===== config.mk =====
export PLATFORM = sky130hd
export DESIGN_NAME = double_to_fixed_quantizer_core
export DESIGN_NICKNAME = d
export VERILOG_FILES = /design/src/hdl/dtfq_pkg.sv /design/src/hdl/dtfq_decode.sv /design/src/hdl/dtfq_shift.sv /design/src/hdl/dtfq_finish.sv /design/src/hdl/double_to_fixed_quantizer_core.sv
export SDC_FILE = /design/constraint.sdc
export NUM_CORES = 1
export LEC_CHECK = 0
export BUFFER_PORTS_ARGS = -buffer_cell sky130_fd_sc_hd__buf_2
export CAP_MARGIN = 20
export CORE_MARGIN = 8
export CORE_UTILIZATION = 45
export DETAILED_ROUTE_END_ITERATION = 7
export GPL_TIMING_DRIVEN = 0
export MAX_ROUTING_LAYER = met4
export PLACE_DENSITY = 0.61
export SLEW_MARGIN = 20
export SYNTH_ARGS = -nofsm -noshare
export SYNTH_HDL_FRONTEND = slang
export SYNTH_SLANG_ARGS = --single-unit

===== constraint.sdc =====
create_clock -name aclk -period 6.7 [get_ports aclk]
set_clock_uncertainty 0.15 [all_clocks]
set_input_delay 0.335 -clock aclk [delete_from_list [all_inputs] [get_ports aclk]]
set_output_delay 0.335 -clock aclk [all_outputs]
set_load 0.005 [all_outputs]

===== src/hdl/dtfq_pkg.sv =====
// ----------------------------------------------------------------------------
// dtfq_pkg
// Shared types and constants of the double to fixed-point quantizer.
// ----------------------------------------------------------------------------
package dtfq_pkg;

    localparam int SIG_BITS      = 52;
    localparam int EXP_BITS      = 11;
    localparam int EXP_BIAS      = 1023;
    localparam int SIGN_POS      = 63;
    localparam int WORD_BITS     = 64;
    localparam int FRACTION_BITS_DEF = 48;

    localparam logic [EXP_BITS-1:0] EXP_ALL_ONES = 11'h7FF;

    typedef logic [1:0] status_t;
    localparam status_t ST_OK         = 2'd0;
    localparam status_t ST_NON_FINITE = 2'd1;
    localparam status_t ST_RANGE      = 2'd2;

    // stage 1 -> stage 2: decoded operand and shift plan
    typedef struct packed {
        logic        neg;
        logic        special;     // result already decided
        status_t     status;
        logic        left;        // left shift (else right shift with rounding)
        logic [6:0]  amount;      // shift distance, < 64 when used
        logic        drop_all;    // right shift of 64 or more
        logic [52:0] sig;
    } dec_t;

    // stage 2 -> stage 3: magnitude before range check and sign
    typedef struct packed {
        logic        neg;
        logic        special;
        status_t     status;
        logic        over;        // left shift lost bits
        logic [63:0] mag;
    } mag_t;

endpackage


===== src/hdl/dtfq_decode.sv =====
// ----------------------------------------------------------------------------
// dtfq_decode
// Splits the binary64 word, flags specials and works out the scaling shift.
// ----------------------------------------------------------------------------
module dtfq_decode #(
    parameter int FRACTION_BITS = dtfq_pkg::FRACTION_BITS_DEF
) (
    input  logic [63:0]    value_bits,
    output dtfq_pkg::dec_t dec
);
    import dtfq_pkg::*;

    logic [EXP_BITS-1:0] bexp;
    logic [51:0]         frac;
    logic signed [12:0]  shift;   // exponent - bias - 52 + FRACTION_BITS

    localparam int SHIFT_OFS = FRACTION_BITS - EXP_BIAS - SIG_BITS;

    always_comb begin
        bexp  = value_bits[62:52];
        frac  = value_bits[51:0];
        dec   = '0;
        dec.neg = value_bits[SIGN_POS];
        dec.sig = {(bexp != '0), frac};
        if (bexp == '0) begin
            shift = 13'(1 + SHIFT_OFS);
        end else begin
            shift = $signed({2'b00, bexp}) + 13'(SHIFT_OFS);
        end
        if (bexp == EXP_ALL_ONES) begin
            dec.special = 1'b1;
            dec.status  = ST_NON_FINITE;
        end else if (dec.sig == '0) begin
            dec.special = 1'b1;
            dec.status  = ST_OK;
        end else if (shift >= 13'sd64) begin
            dec.special = 1'b1;
            dec.status  = ST_RANGE;
        end
        dec.left = (shift >= 13'sd0);
        if (dec.left) begin
            dec.amount   = shift[6:0];
            dec.drop_all = 1'b0;
        end else begin
            dec.amount   = 7'(-shift);
            dec.drop_all = (shift <= -13'sd64);
        end
    end

endmodule


===== src/hdl/dtfq_shift.sv =====
// ----------------------------------------------------------------------------
// dtfq_shift
// Scales the significand: left shift with overflow detect, or right shift
// with round half away from zero.
// ----------------------------------------------------------------------------
module dtfq_shift (
    input  dtfq_pkg::dec_t dec,
    output dtfq_pkg::mag_t mg
);
    import dtfq_pkg::*;

    logic [127:0] wide;
    logic [64:0]  rsh_ext;   // shifted significand, bit just below the cut in bit 0

    always_comb begin
        mg         = '0;
        mg.neg     = dec.neg;
        mg.special = dec.special;
        mg.status  = dec.status;
        wide       = {75'd0, dec.sig} << dec.amount[5:0];
        rsh_ext    = {11'd0, dec.sig, 1'b0} >> dec.amount[5:0];
        if (dec.left) begin
            mg.mag  = wide[63:0];
            mg.over = (wide[127:64] != '0);
        end else if (dec.drop_all) begin
            mg.mag  = '0;
        end else begin
            mg.mag  = rsh_ext[64:1] + {63'd0, rsh_ext[0]};
        end
    end

endmodule


===== src/hdl/dtfq_finish.sv =====
// ----------------------------------------------------------------------------
// dtfq_finish
// Range check against the int64 limits, sign application, status select.
// ----------------------------------------------------------------------------
module dtfq_finish (
    input  dtfq_pkg::mag_t   mg,
    output logic [63:0]      fixed_value,
    output dtfq_pkg::status_t status
);
    import dtfq_pkg::*;

    logic too_big;

    always_comb begin
        too_big = mg.over ||
                  (mg.neg ? (mg.mag > 64'h8000_0000_0000_0000) : mg.mag[63]);
        fixed_value = '0;
        if (mg.special) begin
            status = mg.status;
        end else if (too_big) begin
            status = ST_RANGE;
        end else begin
            status      = ST_OK;
            fixed_value = mg.neg ? (64'd0 - mg.mag) : mg.mag;
        end
    end

endmodule


===== src/hdl/double_to_fixed_quantizer_core.sv =====
// ----------------------------------------------------------------------------
// double_to_fixed_quantizer_core
// IEEE-754 binary64 to signed 64-bit fixed point, round half away from zero.
// ----------------------------------------------------------------------------
// One word in and one word out per cycle while m_ready is high, through a
// three-stage pipeline (decode, scale/round, range/sign); an accepted word is
// registered in dec_reg, then mag_reg, then val_reg, which drives m_valid.
// Each stage has its own enable and loads when it is empty or the stage
// after it moves, so bubbles close up under backpressure; s_ready drops only
// when all three stages hold words and m_ready is low.
// Status 0 ok, 1 infinity/NaN, 2 out of range; value is 0 unless ok.
module double_to_fixed_quantizer_core #(
    parameter int FRACTION_BITS = dtfq_pkg::FRACTION_BITS_DEF
) (
    input  logic               aclk,
    input  logic               aresetn,
    input  logic               s_valid,
    output logic               s_ready,
    input  logic [63:0]        s_value_bits,
    output logic               m_valid,
    input  logic               m_ready,
    output logic signed [63:0] m_fixed_value,
    output dtfq_pkg::status_t  m_status
);
    import dtfq_pkg::*;

    dec_t        dec_next, dec_reg;
    mag_t        mag_next, mag_reg;
    logic [63:0] val_next, val_reg;
    status_t     st_next, st_reg;
    logic        v1_reg, v2_reg, v3_reg;
    logic        en3, en2, en1;

    dtfq_decode #(.FRACTION_BITS(FRACTION_BITS)) u_dec (
        .value_bits(s_value_bits), .dec(dec_next));
    dtfq_shift  u_sh  (.dec(dec_reg), .mg(mag_next));
    dtfq_finish u_fin (.mg(mag_reg), .fixed_value(val_next), .status(st_next));

    assign en3     = !v3_reg || m_ready;
    assign en2     = !v2_reg || en3;
    assign en1     = !v1_reg || en2;
    assign s_ready = en1;

    always_ff @(posedge aclk) begin
        if (!aresetn) begin
            v1_reg <= 1'b0;
            v2_reg <= 1'b0;
            v3_reg <= 1'b0;
        end else begin
            if (en1) v1_reg <= s_valid;
            if (en2) v2_reg <= v1_reg;
            if (en3) v3_reg <= v2_reg;
        end
    end

    always_ff @(posedge aclk) begin
        if (en1) dec_reg <= dec_next;
        if (en2) mag_reg <= mag_next;
        if (en3) begin
            val_reg <= val_next;
            st_reg  <= st_next;
        end
    end

    assign m_valid       = v3_reg;
    assign m_fixed_value = val_reg;
    assign m_status      = st_reg;

    // a non-ok word always carries a zero value
    a_zero_on_err: assert property (@(posedge aclk) disable iff (!aresetn)
        m_valid && m_status != ST_OK |-> m_fixed_value == '0)
        else $error("nonzero value with error status");

    a_no_code3: assert property (@(posedge aclk) disable iff (!aresetn)
        m_valid |-> m_status != 2'd3)
        else $error("status code 3 produced");

    // stalled output word must hold
    a_hold: assert property (@(posedge aclk) disable iff (!aresetn)
        m_valid && !m_ready |=> m_valid && $stable(m_fixed_value))
        else $error("output word changed under stall");

    a_fill: assert property (@(posedge aclk) disable iff (!aresetn)
        s_valid && s_ready |=> v1_reg)
        else $error("accepted word not in stage one");

endmodule

==> results of run 1 <==
==> worst max-delay path: cells and delay by family, from the launching register on <==
| kind | cells | cell delay [ns] |
|---|---|---|
| AND/OR/NAND/NOR | 2 | 0.91 |
| adder cells (fa/ha/maj) | 1 | 0.30 |
| flip-flops | 1 | 0.54 |
| multiplexers | 1 | 0.24 |
| buffers and inverters | 8 | 2.83 |
| AO/OA/AOI/OAI | 6 | 1.13 |
==> power groups by stage <==
stage | registers, µW | logic [µW] | clock network, µW
after floorplan | 1710 | 1460 | 0
after global placement | 1760 | 2390 | 0
after detailed placement | 1770 | 2390 | 0
after CTS | 1740 | 2430 | 1150
after global routing | 1760 | 2630 | 1210
final | 1750 | 2520 | 1140
==> metrics by stage <==
step	instances	cell area (µm²)	utilization, %
finish	2534	20300	52.5
global route	2534	20300	52.5
detailed placement	2438	19000	49.3
CTS	2531	20300	52.5
floorplan	1782	17600	-
global placement	2433	18900	48.9
==> cells in the final DEF, fill, tap and decap left out, drive strengths merged, types with 42 or more instances in the layout <==
cell type and instances:
a21oi 44, buf 185, clkbuf 103, dlygate4sd3 56, edfxtp 200, mux2 62, mux2i 90, mux4 99
nand2 231, nand3 42, nor2 191, o21ai 104, o22ai 55, xor2 66
==> cells by family after synthesis <==
kind of cell,Yosys count
simple gates,688
compound gates,396
mux,251
flops,203
buf+inv,153
xor+xnor,84
fa+ha+maj,7
==> cell type report <==
| type | instances | area (µm²) |
|---|---|---|
| diodes | 4 | 10.0 |
| plain buffers | 126 | 756 |
| clock buffers | 24 | 537 |
| clock inverters | 14 | 129 |
| fillers | 3478 | 18400 |
| inverters | 24 | 92.6 |
| multi-input cells | 1426 | 10700 |
| flip-flops and latches | 203 | 6070 |
| well taps | 518 | 648 |
| repair buffers | 195 | 1320 |
==> what timing repair did <==
action / in CTS / in global routing
hold endpoints to repair: 56 / 0
gates resized for setup: 6 / 2
endpoints found under the setup margin: 38 / 8
gates cloned: 0 / 0
hold buffers: 56 / 0
buffers inserted: 0 / 0
==> metal layers <==
metal  global-route usage [%]  routed length, µm
met5                        -                  0
met4                     20.8               5930
met3                     7.34               8680
met2                     54.7              35900
met1                     43.1              29600
==> worst min-delay path by stage <==
stage | from | endpoint | cells past startpoint | slack, ns
CTS | s_value_bits[62] | dec_reg[53] | 2 | 0.03
floorplan | dec_reg[62] | mag_reg[65] | 0 | 0.25
global placement | dec_reg[64] | mag_reg[67] | 0 | 0.25
detailed placement | dec_reg[65] | mag_reg[68] | 0 | 0.26
global route | s_value_bits[62] | dec_reg[53] | 2 | 0.06
finish | s_value_bits[62] | dec_reg[53] | 2 | 0.04
==> metrics.yaml, run 1 <==
outcome: "completed"
ios: 136
crit_end: "mag_reg[31]"
yosysWarnings: 0
synth_xor_area_share_pct: 4.18
wire_per_inst_um: 31.6
irDropWorstVdd_uv: 224
synthToLayoutAreaGrowth_pct: 15.3
slew_headroom_pct: 19.0
clkPwrFrac_pct: 21.1
synth_mux_area_share_pct: 22.2
first_global_vias: 16800
synthFlopType: "edfxtp_1"
switching_power_uw: 2310
ys_async_sr_fraction_pct: 0
yosysMostFrequentCell: "nand2_1"
dr_total_vias: 17500
reg2regPathDepth: 18
cp-end-kind: "flip-flop"
whs_ns: 0.0432
fin_crit_ns: 6.43
syn_area_per_cell_um2: 9.88
coreArea_um2: 38600
setup_ws_ns: 0.275
clock-sinks: 203
synth_area_um2: 17600
wl_um: 80100
hp-class: "in -> reg"
cp-startpoint: "dec_reg[55]"
initial_core_util_pct: 45.5
antenna_found_initial: 3
powerDensity_nw_per_um2: 267
crit_chain: "clkbuf_8 > clkbuf_8 > buf_2 > buf_1 > clkbuf_1 > buf_1 > a21oi_1 > a21oi_1 > mux4_2 > a21oi_1 > o21ai_0 > ha_1 > nand4_1 > or3_1 > clkbuf_1 > clkbuf_1 > o211ai_1 > o211ai_1"
hold_violations: 0
reg2reg_from: "dec_reg[55]"
crit_type: "reg -> reg"
min_period_over_period_pct: 95.9
yosys-top-cells-count: "nand2_1, edfxtp_1, nor2_1"
largest_register_ffs: 69
leakage_uw: 0.00785
critical-path-max-stage-delay_ns: 0.54
ys_types: 89
track_usage_pct: 35.6
synth_compound_area_share_pct: 15.4
synthCells: 1782
synth_top_area_share_pct: 34.1
power.switching_fraction_pct: 42.7
synth_adder_area_share_pct: 0.498
die-area_um2: 45700
seq_area_frac_synth_pct: 34.5
grt_max_degree: 66
drc: 0
synth_top_family_by_area: "multiplexers"
ys_ff_latch: 203
fp.dieW_um: 214
p_seq_share_pct: 32.3
reg2reg_slack_ns: 0.27
yosysTopAreaCell: "edfxtp_1"
cts_tree: "built"
first_pass_iters: 6
crit_fanout: 10
slew_viol_final: 0
clk_latency_ns: 0.53
numPortBuffers: 133
place_congestion: 1.09
timing.fmax_mhz: 156
cp_slowest_cell: "edfxtp_1"
yosys.area_share.simple_pct: 18.4
row_count: 72
drive_gt1_share_pct: 19.1
fin_tns_setup_ns: 0
setup_violations: 0
tightest_slew_ns: 1.21
drt_iter0_drc: 2493
final_nets: 2072
arrival_ns: 6.50
clockBufferDepth: 3
grt_setup_unrepaired: "false"
p_int_uw: 3100
grt_pass1_wl_um: 116000
ant_nets: 0
total_power_uw: 5410
cts-root-buf: "clkbuf_16"
regToRegEndpoint: "mag_reg[31]"
syn-num-nets: 1857
dp_slack_ns: -1.01
post-dp-hpwl_um: 63900
start_kind: "flip-flop"
drv_cap: 0
vias_per_cell: 6.91
cts_made_buffers: 21
die_h_um: 214
globalRouteOverflowTotal: 0
htreeDepth: 1
combPwrFrac_pct: 46.6
path_clk_slew_ns: 0.06
cp_data_required_time_ns: 6.78
synth_edf_count: 200
synth.area.top_cells: "edfxtp_1, mux4_2, mux2i_1, nand2_1, nor2_1"
(Power assumes the default switching activity.)
==> run 2: changes to the inputs <==
Settings changed: CORE_MARGIN 8 to 2.
==> metrics.yaml, run 2 (same netlist as run 1, synthesis figures left out) <==
outcome: "finished with violations"
violations: "setup timing"
clockBufferDepth: 3
arrival_ns: 6.81
fin_util_pct: 52.4
first_pass_iters: 6
fin_area_um2: 20200
regToRegEndpoint: "mag_reg[47]"
clock-sinks: 203
reg2reg_slack_ns: -0.004
setup_ws_ns: -0.00355
reg2regPathDepth: 17
combPwrFrac_pct: 46.1
die_h_um: 202
cp-startpoint: "dec_reg[57]"
p_seq_share_pct: 32.2
crit_end: "mag_reg[47]"
fp.dieW_um: 202
hp-class: "in -> reg"
initial_core_util_pct: 45.5
drt_iter0_drc: 2186
path_clk_slew_ns: 0.06
start_kind: "flip-flop"
power.switching_fraction_pct: 42.3
postCtsSetupBuffers: 0
instances_no_fill: 2526
synthToLayoutAreaGrowth_pct: 15.0
cts_made_buffers: 22
setup_violations: 1
ios: 136
path_delay_family: "buffers and inverters"
fin_tns_setup_ns: -0.00355
drc: 0
tightest_slew_ns: 1.33
globalRouteOverflowTotal: 0
total_power_uw: 5410
cts-root-buf: "clkbuf_16"
grt_setup_unrepaired: "false"
clkPwrFrac_pct: 21.6
dr_total_vias: 17300
crit_fanout: 19
antenna_found_initial: 4
hold_violations: 0
wl_um: 78500
htreeDepth: 1
reg2reg_from: "dec_reg[57]"
place_congestion: 1.04
switching_power_uw: 2290
cts_tree: "built"
slew_headroom_pct: 10.1
crit_chain: "clkbuf_8 > inv_1 > clkbuf_8 > buf_2 > buf_1 > clkbuf_2 > clkbuf_4 > buf_2 > mux4_2 > a21oi_1 > o21ai_0 > ha_1 > nand4_1 > nor3_2 > clkbuf_1 > nand4_1 > o311ai_0"
post-dp-hpwl_um: 62400
cp-end-kind: "flip-flop"
min_period_over_period_pct: 100
drive_gt1_share_pct: 18.7
final_common_cell: "nand2_1"
timing.fmax_mhz: 149
irDropWorstVdd_uv: 208
final_nets: 2069
drv_cap: 0
powerDensity_nw_per_um2: 267
grt_pass1_wl_um: 114000
cp_num_cells: 17
cp_slowest_cell: "nor3_2"
clk_latency_ns: 0.55
layout_common_cells: "nand2_1, edfxtp_1, nor2_1, buf_2, o21ai_0"
coreArea_um2: 38600
crit_type: "reg -> reg"
numPortBuffers: 133
ant_nets: 0
p_int_uw: 3120
vias_per_cell: 6.86
largest_register_ffs: 69
fin_crit_ns: 6.70
dpl-instance-area_um2: 19000
placedCellCount: 2435
row_count: 72
n_fill_cell: 3439
critical-path-max-stage-delay_ns: 0.81
path_buf_inv: 9
slew_viol_final: 0
grt_max_degree: 67
cp_data_required_time_ns: 6.81
leakage_uw: 0.00780
first_global_vias: 16700
die-area_um2: 40700
wire_per_inst_um: 31.1
track_usage_pct: 39.3
==> run 2: cell count changes in the layout (fill, tap and decap cells not counted), moves of 2 or more <==
cell	change
clkbuf_2	-3
buf_2	-2
clkbuf_1	+4
clkinv_2	-4
inv_6	-2
o21ai_1	-2
o21ai_0	+2
==> run 2: metrics by stage <==
step                hold slack [ns]  setup WS [ns]
floorplan                     0.250           1.74
global placement              0.251          -1.31
detailed placement            0.256          -1.20
CTS                          0.0436         0.0585
global route                 0.0597         0.0109
finish                       0.0480       -0.00355
==> run 2: metal layers <==
| layer | vias up | track usage [%] | wire length [µm] | part of all wire (%) |
|---|---|---|---|---|
| met4 | 0 | 23.4 | 5900 | 7.5 |
| met5 | - | - | 0 | 0 |
| met1 | 8449 | 47.6 | 29900 | 38 |
| li1 | 7389 | - | - | - |
| met3 | 305 | 6.97 | 7010 | 8.9 |
| met2 | 1180 | 61.6 | 35700 | 46 |
==> run 2: layout make-up <==
| cell class | instances | area (µm²) | share of cell area [%] |
|---|---|---|---|
| Timing Repair Buffer | 190 | 1270 | 6.28 |
| Sequential cell | 203 | 6070 | 30.0 |
| Clock inverter | 7 | 96.3 | 0.476 |
| Multi-Input combinational cell | 1426 | 10700 | 53.0 |
| Inverter | 24 | 92.6 | 0.457 |
| Tap cell | 518 | 648 | 3.20 |
| Antenna cell | 4 | 10.0 | 0.0494 |
| Buffer | 127 | 757 | 3.74 |
| Clock buffer | 27 | 569 | 2.81 |
==> run 2: worst min path at each step <==
stage,from,end,depth (start not counted)
after floorplan,dec_reg[62],mag_reg[65],0
after global placement,dec_reg[64],mag_reg[67],0
after detailed placement,dec_reg[64],mag_reg[67],0
after CTS,s_value_bits[62],dec_reg[53],2
after global routing,s_value_bits[62],dec_reg[53],2
final,s_value_bits[62],dec_reg[53],2
==> run 2: what timing repair did <==
item | CTS | global route
setup endpoints to repair | 45 | 15
hold buffers | 55 | 0
gates resized for setup | 4 | 3
endpoints found under the hold margin | 56 | 0
==> run 2: worst register-to-register path: stages (launching register included) <==
cell      delay, ns
edfxtp_1       0.54
clkbuf_8       0.25
inv_1          0.11
clkbuf_8       0.19
buf_2          0.31
buf_1          0.53
clkbuf_2       0.43
clkbuf_4       0.43
buf_2          0.40
mux4_2         0.26
a21oi_1        0.07
o21ai_0        0.23
ha_1           0.31
nand4_1        0.44
nor3_2         0.82
clkbuf_1       0.58
nand4_1        0.16
o311ai_0       0.21
==> run 2: power groups by stage <==
stage	Clock, µW	Combinational (µW)	Sequential (µW)
4_1_cts	1180	2390	1740
2_1_floorplan	0	1460	1710
3_5_place_dp	0	2360	1760
5_1_grt	1240	2590	1760
3_3_place_gp	0	2370	1750
6_report	1170	2500	1740
